==> src/rtl/gpioed_pkg.sv <==
// Shared types and register map constants for the GPIO controller with edge detection.
package gpioed_pkg;

  // Widest pin count the register map can address
  localparam int MAX_PINS = 64;
  localparam int WORD_W   = 32;

  // Item kinds
  localparam logic [1:0] MODE_READ   = 2'd0;
  localparam logic [1:0] MODE_WRITE  = 2'd1;
  localparam logic [1:0] MODE_SAMPLE = 2'd2;

  // Register word numbers
  localparam logic [4:0] IDX_FSEL0     = 5'd0;
  localparam logic [4:0] IDX_FSEL_LAST = 5'd5;
  localparam logic [4:0] IDX_SET0      = 5'd6;
  localparam logic [4:0] IDX_SET1      = 5'd7;
  localparam logic [4:0] IDX_CLR0      = 5'd8;
  localparam logic [4:0] IDX_CLR1      = 5'd9;
  localparam logic [4:0] IDX_LEV0      = 5'd10;
  localparam logic [4:0] IDX_LEV1      = 5'd11;
  localparam logic [4:0] IDX_EDS0      = 5'd12;
  localparam logic [4:0] IDX_EDS1      = 5'd13;
  localparam logic [4:0] IDX_REN0      = 5'd14;
  localparam logic [4:0] IDX_REN1      = 5'd15;
  localparam logic [4:0] IDX_FEN0      = 5'd16;
  localparam logic [4:0] IDX_FEN1      = 5'd17;
  localparam logic [4:0] IDX_PULL0     = 5'd18;
  localparam logic [4:0] IDX_PULL_LAST = 5'd21;

  // Field word layout
  localparam int FSEL_WORDS    = 6;
  localparam int FSEL_PER_WORD = 10;
  localparam int FSEL_BITS     = 3;
  localparam int FSEL_W        = FSEL_PER_WORD * FSEL_BITS;
  localparam int PULL_WORDS    = 4;
  localparam int PULL_PER_WORD = 16;
  localparam int PULL_BITS     = 2;

  // Function select code that drives the pin
  localparam logic [FSEL_BITS-1:0] FSEL_OUTPUT = 3'd1;

  typedef struct packed {
    logic [1:0]        mode;
    logic [4:0]        reg_index;
    logic [WORD_W-1:0] write_data;
  } req_t;

  typedef struct packed {
    logic [WORD_W-1:0] read_data;
    logic              event_pending;
  } rsp_t;

endpackage

==> src/rtl/gpioed_in_stage.sv <==
// Input register stage: holds one accepted item until the core consumes it.
module gpioed_in_stage #(
  parameter int NUM_PINS = 58
) (
  input  logic                 clk_i,
  input  logic                 rst_ni,
  input  logic                 in_valid_i,
  output logic                 in_ready_o,
  input  gpioed_pkg::req_t     req_i,
  input  logic [NUM_PINS-1:0]  pin_levels_i,
  input  logic                 advance_i,
  output logic                 valid_o,
  output gpioed_pkg::req_t     req_o,
  output logic [NUM_PINS-1:0]  pin_levels_o
);

  logic                valid_q, valid_d;
  logic                load;
  gpioed_pkg::req_t    req_q;
  logic [NUM_PINS-1:0] lev_q;

  // Take a new transfer when empty or when the held item moves on
  assign in_ready_o = !valid_q || advance_i;
  assign load       = in_valid_i && in_ready_o;
  assign valid_d    = load || (valid_q && !advance_i);

  always_ff @(posedge clk_i or negedge rst_ni) begin
    if (!rst_ni) begin
      valid_q <= 1'b0;
    end else begin
      valid_q <= valid_d;
    end
  end

  // Capture payload
  always_ff @(posedge clk_i) begin
    if (load) begin
      req_q <= req_i;
      lev_q <= pin_levels_i;
    end
  end

  assign valid_o      = valid_q;
  assign req_o        = req_q;
  assign pin_levels_o = lev_q;

endmodule

==> src/rtl/gpioed_core.sv <==
// Register file, pin state and edge detection; computes the result of one item.
module gpioed_core #(
  parameter int NUM_PINS = 58
) (
  input  logic                clk_i,
  input  logic                rst_ni,
  input  logic                fire_i,
  input  gpioed_pkg::req_t    req_i,
  input  logic [NUM_PINS-1:0] pin_levels_i,
  output gpioed_pkg::rsp_t    rsp_o,
  output logic [NUM_PINS-1:0] drive_level_o,
  output logic [NUM_PINS-1:0] drive_enable_o
);

  localparam int FSW = gpioed_pkg::FSEL_W;
  localparam int WW  = gpioed_pkg::WORD_W;
  localparam int MP  = gpioed_pkg::MAX_PINS;

  logic [FSW-1:0]      fsel_q [gpioed_pkg::FSEL_WORDS];
  logic [FSW-1:0]      fsel_d [gpioed_pkg::FSEL_WORDS];
  logic [WW-1:0]       pull_q [gpioed_pkg::PULL_WORDS];
  logic [WW-1:0]       pull_d [gpioed_pkg::PULL_WORDS];
  logic [NUM_PINS-1:0] latch_q, latch_d;
  logic [NUM_PINS-1:0] level_q, level_d;
  logic [NUM_PINS-1:0] eds_q, eds_d;
  logic [NUM_PINS-1:0] ren_q, ren_d;
  logic [NUM_PINS-1:0] fen_q, fen_d;

  logic [FSW-1:0]      fsel_mask [gpioed_pkg::FSEL_WORDS];
  logic [WW-1:0]       pull_mask [gpioed_pkg::PULL_WORDS];
  logic [2:0]          fsel_word;
  logic [1:0]          pull_word;
  logic                half;
  logic [WW-1:0]       rd;

  // Bits of a field word that belong to existing pins
  function automatic logic [WW-1:0] field_mask(int word, int bits, int per);
    logic [WW-1:0] m;
    m = '0;
    for (int k = 0; k < per; k++) begin
      if (word * per + k < NUM_PINS) begin
        for (int b = 0; b < bits; b++) begin
          m[k * bits + b] = 1'b1;
        end
      end
    end
    return m;
  endfunction

  // One 32-bit half of a pin vector
  function automatic logic [WW-1:0] get_half(logic [NUM_PINS-1:0] v, logic h);
    logic [MP-1:0] r;
    r = '0;
    r[NUM_PINS-1:0] = v;
    return h ? r[MP-1:WW] : r[WW-1:0];
  endfunction

  // Place a word on one half of a pin vector, dropping absent pins
  function automatic logic [NUM_PINS-1:0] put_half(logic [WW-1:0] w, logic h);
    logic [MP-1:0] r;
    r = h ? {w, {WW{1'b0}}} : {{WW{1'b0}}, w};
    return r[NUM_PINS-1:0];
  endfunction

  for (genvar w = 0; w < gpioed_pkg::FSEL_WORDS; w++) begin : g_fmask
    assign fsel_mask[w] = FSW'(field_mask(w, gpioed_pkg::FSEL_BITS,
                                          gpioed_pkg::FSEL_PER_WORD));
  end
  for (genvar w = 0; w < gpioed_pkg::PULL_WORDS; w++) begin : g_pmask
    assign pull_mask[w] = field_mask(w, gpioed_pkg::PULL_BITS, gpioed_pkg::PULL_PER_WORD);
  end

  assign fsel_word = req_i.reg_index[2:0];
  assign pull_word = 2'(req_i.reg_index - gpioed_pkg::IDX_PULL0);
  assign half      = req_i.reg_index[0];

  // Decode the item and form next state and read data
  always_comb begin
    fsel_d  = fsel_q;
    pull_d  = pull_q;
    latch_d = latch_q;
    level_d = level_q;
    eds_d   = eds_q;
    ren_d   = ren_q;
    fen_d   = fen_q;
    rd      = '0;
    case (req_i.mode)
      gpioed_pkg::MODE_READ: begin
        case (req_i.reg_index) inside
          [gpioed_pkg::IDX_FSEL0:gpioed_pkg::IDX_FSEL_LAST]:
            rd = WW'(fsel_q[fsel_word]);
          [gpioed_pkg::IDX_LEV0:gpioed_pkg::IDX_LEV1]: rd = get_half(level_q, half);
          [gpioed_pkg::IDX_EDS0:gpioed_pkg::IDX_EDS1]: rd = get_half(eds_q, half);
          [gpioed_pkg::IDX_REN0:gpioed_pkg::IDX_REN1]: rd = get_half(ren_q, half);
          [gpioed_pkg::IDX_FEN0:gpioed_pkg::IDX_FEN1]: rd = get_half(fen_q, half);
          [gpioed_pkg::IDX_PULL0:gpioed_pkg::IDX_PULL_LAST]: rd = pull_q[pull_word];
          default: rd = '0;
        endcase
      end
      gpioed_pkg::MODE_WRITE: begin
        case (req_i.reg_index) inside
          [gpioed_pkg::IDX_FSEL0:gpioed_pkg::IDX_FSEL_LAST]:
            fsel_d[fsel_word] = req_i.write_data[FSW-1:0] & fsel_mask[fsel_word];
          [gpioed_pkg::IDX_SET0:gpioed_pkg::IDX_SET1]:
            latch_d = latch_q | put_half(req_i.write_data, half);
          [gpioed_pkg::IDX_CLR0:gpioed_pkg::IDX_CLR1]:
            latch_d = latch_q & ~put_half(req_i.write_data, half);
          [gpioed_pkg::IDX_EDS0:gpioed_pkg::IDX_EDS1]:
            eds_d = eds_q & ~put_half(req_i.write_data, half);
          [gpioed_pkg::IDX_REN0:gpioed_pkg::IDX_REN1]:
            ren_d = (ren_q & ~put_half({WW{1'b1}}, half)) | put_half(req_i.write_data, half);
          [gpioed_pkg::IDX_FEN0:gpioed_pkg::IDX_FEN1]:
            fen_d = (fen_q & ~put_half({WW{1'b1}}, half)) | put_half(req_i.write_data, half);
          [gpioed_pkg::IDX_PULL0:gpioed_pkg::IDX_PULL_LAST]:
            pull_d[pull_word] = req_i.write_data & pull_mask[pull_word];
          default: ;
        endcase
      end
      gpioed_pkg::MODE_SAMPLE: begin
        // Record enabled edges against the previous sample
        eds_d   = eds_q | (~level_q & pin_levels_i & ren_q)
                        | (level_q & ~pin_levels_i & fen_q);
        level_d = pin_levels_i;
      end
      default: ;
    endcase
  end

  // Commit state when the item moves to the result register
  always_ff @(posedge clk_i or negedge rst_ni) begin
    if (!rst_ni) begin
      for (int w = 0; w < gpioed_pkg::FSEL_WORDS; w++) fsel_q[w] <= '0;
      for (int w = 0; w < gpioed_pkg::PULL_WORDS; w++) pull_q[w] <= '0;
      latch_q <= '0;
      level_q <= '0;
      eds_q   <= '0;
      ren_q   <= '0;
      fen_q   <= '0;
    end else if (fire_i) begin
      fsel_q  <= fsel_d;
      pull_q  <= pull_d;
      latch_q <= latch_d;
      level_q <= level_d;
      eds_q   <= eds_d;
      ren_q   <= ren_d;
      fen_q   <= fen_d;
    end
  end

  // Output enables from the updated function selects
  for (genvar i = 0; i < NUM_PINS; i++) begin : g_en
    if (i < gpioed_pkg::FSEL_WORDS * gpioed_pkg::FSEL_PER_WORD) begin : g_map
      assign drive_enable_o[i] =
        fsel_d[i / gpioed_pkg::FSEL_PER_WORD]
              [gpioed_pkg::FSEL_BITS * (i % gpioed_pkg::FSEL_PER_WORD) +: gpioed_pkg::FSEL_BITS]
        == gpioed_pkg::FSEL_OUTPUT;
    end else begin : g_nomap
      assign drive_enable_o[i] = 1'b0;
    end
  end

  assign drive_level_o       = latch_d;
  assign rsp_o.read_data     = rd;
  assign rsp_o.event_pending = |eds_d;

endmodule

==> src/rtl/gpioed_out_stage.sv <==
// Result register: holds one result until the consumer takes the transfer.
module gpioed_out_stage #(
  parameter int NUM_PINS = 58
) (
  input  logic                clk_i,
  input  logic                rst_ni,
  input  logic                load_i,
  output logic                can_load_o,
  input  gpioed_pkg::rsp_t    rsp_i,
  input  logic [NUM_PINS-1:0] drive_level_i,
  input  logic [NUM_PINS-1:0] drive_enable_i,
  output logic                out_valid_o,
  input  logic                out_ready_i,
  output gpioed_pkg::rsp_t    rsp_o,
  output logic [NUM_PINS-1:0] drive_level_o,
  output logic [NUM_PINS-1:0] drive_enable_o
);

  logic                valid_q, valid_d;
  gpioed_pkg::rsp_t    rsp_q;
  logic [NUM_PINS-1:0] lvl_q;
  logic [NUM_PINS-1:0] en_q;

  // Free when empty or when the held result leaves this cycle
  assign can_load_o = !valid_q || out_ready_i;
  assign valid_d    = load_i || (valid_q && !out_ready_i);

  always_ff @(posedge clk_i or negedge rst_ni) begin
    if (!rst_ni) begin
      valid_q <= 1'b0;
    end else begin
      valid_q <= valid_d;
    end
  end

  // Capture result payload
  always_ff @(posedge clk_i) begin
    if (load_i) begin
      rsp_q <= rsp_i;
      lvl_q <= drive_level_i;
      en_q  <= drive_enable_i;
    end
  end

  assign out_valid_o    = valid_q;
  assign rsp_o          = rsp_q;
  assign drive_level_o  = lvl_q;
  assign drive_enable_o = en_q;

endmodule

==> src/rtl/gpio_controller_edge_detect.sv <==
// GPIO controller top level: input register, register file with edge detect, result register.
// Each item passes the input register, then the result register; pin state updates when
// the item is loaded there. Throughput: one item per cycle while out_ready_i is high.
// The result register frees in the cycle its transfer completes, so stalls cost no bubble.
// Reset clears all function selects, pulls, latches, levels, events and edge enables.
module gpio_controller_edge_detect #(
  parameter int NUM_PINS = 58
) (
  input  logic                clk_i,
  input  logic                rst_ni,
  input  logic                in_valid_i,
  output logic                in_ready_o,
  input  logic [1:0]          mode_i,
  input  logic [4:0]          reg_index_i,
  input  logic [31:0]         write_data_i,
  input  logic [NUM_PINS-1:0] pin_levels_i,
  output logic                out_valid_o,
  input  logic                out_ready_i,
  output logic [31:0]         read_data_o,
  output logic [NUM_PINS-1:0] drive_level_o,
  output logic [NUM_PINS-1:0] drive_enable_o,
  output logic                event_pending_o
);

  gpioed_pkg::req_t    req_in, req_s;
  gpioed_pkg::rsp_t    rsp_c, rsp_s;
  logic [NUM_PINS-1:0] lev_s;
  logic [NUM_PINS-1:0] lvl_c, en_c;
  logic                stage_valid;
  logic                can_load;
  logic                advance;

  assign req_in.mode       = mode_i;
  assign req_in.reg_index  = reg_index_i;
  assign req_in.write_data = write_data_i;

  // Move the held item forward when the result register has room
  assign advance = stage_valid && can_load;

  gpioed_in_stage #(.NUM_PINS(NUM_PINS)) u_in (
    .clk_i        (clk_i),
    .rst_ni       (rst_ni),
    .in_valid_i   (in_valid_i),
    .in_ready_o   (in_ready_o),
    .req_i        (req_in),
    .pin_levels_i (pin_levels_i),
    .advance_i    (advance),
    .valid_o      (stage_valid),
    .req_o        (req_s),
    .pin_levels_o (lev_s)
  );

  gpioed_core #(.NUM_PINS(NUM_PINS)) u_core (
    .clk_i          (clk_i),
    .rst_ni         (rst_ni),
    .fire_i         (advance),
    .req_i          (req_s),
    .pin_levels_i   (lev_s),
    .rsp_o          (rsp_c),
    .drive_level_o  (lvl_c),
    .drive_enable_o (en_c)
  );

  gpioed_out_stage #(.NUM_PINS(NUM_PINS)) u_out (
    .clk_i          (clk_i),
    .rst_ni         (rst_ni),
    .load_i         (advance),
    .can_load_o     (can_load),
    .rsp_i          (rsp_c),
    .drive_level_i  (lvl_c),
    .drive_enable_i (en_c),
    .out_valid_o    (out_valid_o),
    .out_ready_i    (out_ready_i),
    .rsp_o          (rsp_s),
    .drive_level_o  (drive_level_o),
    .drive_enable_o (drive_enable_o)
  );

  assign read_data_o     = rsp_s.read_data;
  assign event_pending_o = rsp_s.event_pending;

endmodule
==> config.mk <==
export PLATFORM = sky130hd
export DESIGN_NAME = gpio_controller_edge_detect
export DESIGN_NICKNAME = d
export VERILOG_FILES = /design/src/rtl/gpioed_pkg.sv /design/src/rtl/gpioed_in_stage.sv /design/src/rtl/gpioed_core.sv /design/src/rtl/gpioed_out_stage.sv /design/src/rtl/gpio_controller_edge_detect.sv
export SDC_FILE = /design/constraint.sdc
export NUM_CORES = 2
export LEC_CHECK = 0
export ABC_AREA = 0
export BUFFER_PORTS_ARGS = -buffer_cell sky130_fd_sc_hd__buf_2
export CELL_PAD_IN_SITES_DETAIL_PLACEMENT = 1
export CELL_PAD_IN_SITES_GLOBAL_PLACEMENT = 1
export CORE_ASPECT_RATIO = 1.5
export CORE_MARGIN = 4
export CORE_UTILIZATION = 54
export DETAILED_ROUTE_END_ITERATION = 7
export GPL_ROUTABILITY_DRIVEN = 0
export HOLD_SLACK_MARGIN = 0.12
export PLACE_DENSITY_LB_ADDON = 0.1
export SETUP_SLACK_MARGIN = 0.05
export SLEW_MARGIN = 5
export SYNTH_ARGS = -nofsm -noshare
export SYNTH_HDL_FRONTEND = slang
export SYNTH_SLANG_ARGS = --single-unit
==> constraint.sdc <==
create_clock -name clk_i -period 9 [get_ports clk_i]
set_input_delay 0.45 -clock clk_i [delete_from_list [all_inputs] [get_ports clk_i]]
set_output_delay 0.45 -clock clk_i [all_outputs]
set_load 0.05 [all_outputs]
## Word level (Yosys, flattened, before mapping)

Memory sizes are Yosys's and may differ from the RTL's.
Cells that the tools add are included.

| word-level totals | value |
|---|---|
| memories | 1 |
| input bits | 101 |
| word-level logic and storage cells | 207 |
| memory bits (read-only) | 240 |
| bits in registers | 846 |
| output and inout bits | 151 |

Memories:

| memory | depth | width | rd ports | clocked after Yosys merged registers in | write ports | RTL line | RTL |
|---|---|---|---|---|---|---|---|
| (no name shown) | 8 | 30 | 1 | 0 | 0 | gpioed_core.sv:103 | `fsel_d[fsel_word] = req_i.write_data[FSW-1:0] & fsel_mask[fsel_word];` |

| operators by class | value |
|---|---|
| reduce and logical (&&, ||, !) cells | 30 |
| order comparisons | 20 |
| mux-type cells | 40 |
| bitwise operators | 28 |
| add/sub/neg operators | 1 |
| equality and inequality tests | 60 |

Operators by type and width:

| cell | count |
|---|---|
| 58-bit two-way mux | 10 |
| 58-bit AND | 8 |
| 32-bit two-way mux | 14 |
| 180-bit two-way mux | 2 |
| 58-bit bitwise OR | 5 |
| 58-bit NOT | 4 |
| 180-bit bitwise mux | 1 |
| 30-bit two-way mux | 6 |
| 3-bit by 1-bit == test with 1-bit output (second input constant) | 58 |
| 32-bit binary-select mux with 2-bit select | 2 |
| 128-bit bitwise mux | 1 |
| 58-bit one-hot mux with 2 select lines | 1 |
| 30-bit binary-select mux with 3-bit select | 1 |
| 30-bit demux with 3-bit select | 1 |
| 32-bit demux with 2-bit select | 1 |
| 58-bit OR reduction | 1 |
| 32-bit AND | 1 |
| 30-bit AND | 1 |
| 5-bit by 4-bit greater-or-equal comparator with 1-bit output (second input constant) | 4 |
| 5-bit by 4-bit <= comparator with 1-bit output (second input constant) | 4 |
| 1-bit logical AND | 14 |
| 5-bit greater-or-equal comparator (second input constant) | 2 |
| 5-bit by 3-bit <= comparator with 1-bit output (second input constant) | 2 |
| 5-bit <= comparator (second input constant) | 2 |
| 21 further kinds | 33 |

## Longest topological paths before layout

| depth | value |
|---|---|
| word-level depth | 11 |
| depth in mapped cells | 10 |

## Cells and area by module

Synthesis repeated with hierarchy kept, for this count alone.

| unflattened totals | value |
|---|---|
| cells, all modules | 2880 |
| area total of the unflattened synthesis | 38789.7 µm² |

Modules (own cells, without submodules):

| module | times used | cells an instance | area an instance (µm²) |
|---|---|---|---|
| gpioed_core | 1 | 2626 | 31295.0 |
| gpioed_out_stage | 1 | 152 | 4521.8 |
| gpioed_in_stage | 1 | 101 | 2966.6 |
| gpio_controller_edge_detect | 1 | 1 | 6.3 |

## Worst setup path after synthesis

No wires, ideal clock.

| timing | value |
|---|---|
| path kind | register -> register |
| start | reg u_out.valid_q, in the netlist u_out.out_valid_o |
| end | reg u_core.latch_q[49] |
| stages on the path, launching flop included | 7 |
| library setup time | 0.088 ns |
| path slack | 2.557 ns |
| clock period less this slack | 6.443 ns |
| arrival time | 6.355 ns |
| required time | 8.912 ns |
| path through | dfrtp_1 > nand2b_1 > nand2_1 > inv_2 > buf_1 > clkbuf_1 > mux2_2 |

| between the ends | value |
|---|---|
| cells in the longest elaborated chain, start to end | 3 |

RTL lines:

| element | RTL line | RTL |
|---|---|---|
| from (decl) | gpioed_out_stage.sv:19 | `logic valid_q, valid_d;` |
| from (signal assigned) | gpioed_out_stage.sv:32 | `valid_q <= valid_d;` |
| 1-bit zero test | gpioed_out_stage.sv:25 | `assign can_load_o = !valid_q \|\| out_ready_i;` |
| 1-bit logical OR | gpioed_out_stage.sv:25 |  |
| 1-bit logical AND | gpio_controller_edge_detect.sv:38 | `assign advance = stage_valid && can_load;` |
| net advance | gpio_controller_edge_detect.sv:31 | `logic advance;` |
| to (signal assigned) | gpioed_core.sv:142 | `latch_q <= latch_d;` |
| to (decl) | gpioed_core.sv:23 | `logic [NUM_PINS-1:0] latch_q, latch_d;` |

The timed path passes the listed nets, and every way through them passes these cells.
A chain may end at the register's enable or synchronous reset.

## Worst setup path in the final report

| timing | value |
|---|---|
| start | reg u_in.req_q (netlist bit u_in.req_o[32]) |
| end | reg u_core.fsel_q[22] (netlist bit) |

| between the ends | value |
|---|---|
| cells in the longest elaborated chain, start to end | 8 |
| elaborated cells between the ends (all ways) | 16 |
| those cells by class | 4 x order compare; 7 x mux; 2 x bitwise; 2 x reduce/logical; 1 x memory |

RTL lines:

| element | RTL line | RTL |
|---|---|---|
| from (decl) | gpioed_in_stage.sv:19 | `gpioed_pkg::req_t req_q;` |
| from (signal assigned) | gpioed_in_stage.sv:38 | `req_q <= req_i;` |
| 3-bit NOT with 4-bit output (implied by the code) | gpioed_core.sv:103 |  |
| 4-bit greater-or-equal comparator (implied by the code), or another cell as far along | gpioed_core.sv:103 |  |
| 1-bit logical AND (implied by the code) / 30-bit two-way mux (equally long branches) | gpioed_core.sv:103 |  |
| 30-bit two-way mux (implied by the code) | gpioed_core.sv:103 |  |
| 30-bit demux with 3-bit select / 30-bit AND (equally long branches) | gpioed_core.sv:103 |  |
| 180-bit bitwise mux | gpioed_core.sv:103 |  |
| 180-bit two-way mux (*) | gpioed_core.sv:101 | `case (req_i.reg_index) inside` |
| 180-bit two-way mux (*) | gpioed_core.sv:87 | `case (req_i.mode)` |
| to (signal assigned) | gpioed_core.sv:140 | `fsel_q <= fsel_d;` |
| to (decl) | gpioed_core.sv:19 | `logic [FSW-1:0] fsel_q [gpioed_pkg::FSEL_WORDS];` |

Every way passes the cells marked *; elsewhere a longest branch is shown, timed or not. The select of a mux whose other input is x is not followed.

==> reports/results.tsv <==
metric	value	unit
power.leakage	19.1	nW
status	complete, no violations	
drt_first_pass_iters	6	
place_area	40200	um2
clk_pin_slew	60	ps
n_antenna_cell	0	
critPathSlowestCell	nor2_2	
wirelength	118	mm
p_per_area	223	nW/um2
rr_endpoint	u_core.fsel_q[22]$_DFFE_PN0P_	
crit_type	flip-flop to flip-flop	
syn_inst	2870	
reg2reg_depth	8	
hold_start	out_ready_i	
final_cells	4125	
synth_cell_type_count	49	
power.total	9.80	mW
r2r-start	u_in.req_o[32]$_DFFE_PP_	
setup_viol	0	
post_cts_buffers	0	
rsz0062_at_grt	no	
clk_latency	650	ps
clock_skew	20.6	ps
fill_cells	6742	
whs_endpoint	u_in.valid_o$_DFF_PN0_	
cts-root-buf	clkbuf_16	
dp_hpwl	76.9	mm
worst_slack	4930	ps
antenna_left	0	
die_y	333	um
grt_max_degree	183	
io_buffers	251	
synth-edff-count	246	
use_met2	52.6	%
grt-ovfl-total	0	
cts_buffer_depth	3	
cp-start-kind	flip-flop	
hold_viol	0	
cts.sinks	846	
fin_tns_setup	0	ps
crit_arrival	4580	ps
drv_slew	0	
ys_async_sr_fraction	70.9	%
vias	26400	
vias_per_cell	6.39	
period_needed	4070	ps
grt_util_all_layers	31.3	%
antenna_found_initial	2	
hold_class	input pin to flip-flop	
path_buf_inv	3	
core_area	70100	um2
die_w	225	um
routedWlPerCell	28.6	um
post-route-drc-count	0	
max_slew_margin	21.8	%
numCtsBuffers	80	
max_freq	246	MHz
tightest_slew	1170	ps
nets	3254	
yosys_warnings	0	
r2r_setup_slack	4930	ps
holdWs	153	ps
dp_cells	3876	
grt_pass1_vias	28500	
ys_ff_latch	846	
final_util	62.7	%
fin_crit_sh	45.2	%
syn_avg_cell_area	13.3	um2
critPathTopFamily	simple AND/OR/NAND/NOR gates	
synth_ff_type	dfrtp_1	
rows	119	
cp-end-kind	flip-flop	
min_path_cells	3	
grt_use_met3	3.67	%
pre_cts_slack	5010	ps
met1_usage	42.2	%
synth_nets	2974	
synth_area	38100	um2
cts_tree	done	
stdcell_area	43900	um2
syn_to_final_growth	15.3	%
grt_first_pass_wirelength	180	mm
max_stage_delay	750	ps
ios	252	
path_cells	buf_12, nand2b_1, nor2_2, buf_4, nand3_1, nor2_2, buf_4, mux2_2	
ir_worst_vdd	187	uV
ys_seq_area_share	58.8	%
htree_levels	3	
initial_core_util	54.3	%
worstPathMaxFanout	84	
drive_gt1_share	33.2	%
required	9510	ps
drt_first_iter_violations	2295	
die_area	75000	um2
busiest_layer	met2	
maxCapViolations	0	
## layout by cell type, fill, tap and decap left out, drive strengths merged, types with 62 or more instances in the layout
| master | Yosys | routed |
|---|---|---|
| nor2 | 79 | 79 |
| buf | 82 | 319 |
| nand3 | 63 | 63 |
| dlygate4sd3 | 0 | 99 |
| o21ai | 269 | 269 |
| a21oi | 97 | 97 |
| clkbuf | 138 | 112 |
| mux2 | 536 | 536 |
| mux4 | 62 | 62 |
| nand2 | 130 | 130 |
| mux2i | 78 | 78 |
| dfrtp | 600 | 600 |
| nand3b | 118 | 118 |
| edfxtp | 246 | 246 |
## layout make-up
class	instances	area, um2	share of cell area, %
Timing Repair Buffer	418	2810	6.38
Inverter	30	120	0.273
Sequential cell	846	22400	51.0
Clock inverter	38	300	0.683
Multi-Input combinational cell	1774	14800	33.6
Clock buffer	112	2410	5.49
Tap cell	907	1130	2.58
## power by group
group	switching [mW]	internal (mW)	leakage, nW
registers	0.309	4.45	10.6
clock network	1.52	1.99	1.34
logic	0.959	0.574	7.19
total	2.79	7.02	19.1
## how the worst max path moves through the flow
stage	start	to	slack [ps]	cells after the start
floorplan	u_out.out_valid_o$_DFF_PN0_	u_core.latch_q[49]$_DFFE_PN0P_	2560	6
global placement	u_in.req_o[38]$_DFFE_PP_	u_core.fsel_q[101]$_DFFE_PN0P_	5100	7
detailed placement	u_in.req_o[38]$_DFFE_PP_	u_core.fsel_q[46]$_DFFE_PN0P_	5010	6
CTS	u_in.req_o[32]$_DFFE_PP_	u_core.fsel_q[22]$_DFFE_PN0P_	4920	8
global route	u_in.req_o[32]$_DFFE_PP_	u_core.fsel_q[22]$_DFFE_PN0P_	4710	8
finish	u_in.req_o[32]$_DFFE_PP_	u_core.fsel_q[22]$_DFFE_PN0P_	4930	8
## layer usage
| metal | vias up | wire length [um] |
|---|---|---|
| li1 | 11300 | - |
| met1 | 14000 | 48800 |
| met2 | 822 | 59400 |
| met3 | 197 | 5610 |
| met4 | 0 | 4130 |
| met5 | - | 0 |
## cell families (layout without fill, tap and decap cells)
logic type | count (synthesis) | in the layout | synth area share [%]
buffers and inverters | 250 | 598 | 2.73
AND/OR/NAND/NOR | 494 | 494 | 7.07
adder cells (fa/ha/maj) | 3 | 3 | 0.0985
multiplexers | 676 | 676 | 21.6
flip-flops | 846 | 846 | 58.8
AO/OA/AOI/OAI | 601 | 601 | 9.75
## synth_stat cells (all sizes together), types with 52 or more instances
library cell / number / share of area (%)
a21oi: 97 / 1.3
a221oi: 52 / 1.2
buf: 82 / 1.1
clkbuf: 138 / 1.4
dfrtp: 600 / 39
edfxtp: 246 / 19
mux2: 536 / 16
mux2i: 78 / 2.0
mux4: 62 / 3.7
nand2: 130 / 1.3
nand3: 63 / 0.84
nand3b: 118 / 2.3
nor2: 79 / 0.79
o21a: 58 / 1.1
o21ai: 269 / 3.5
o22ai: 58 / 0.95
## tightest hold or removal path, delay by kind of cell
kind | cells | cell delay (ps)
AND/OR/NAND/NOR | 2 | 220
buffers and inverters | 1 | 80
## timing repair
action	4_1_cts	5_1_grt
hold buffers	99	0
gates resized for setup	0	0
endpoints found under the hold margin	175	0
Note: power is estimated with default switching activity, not from simulation.
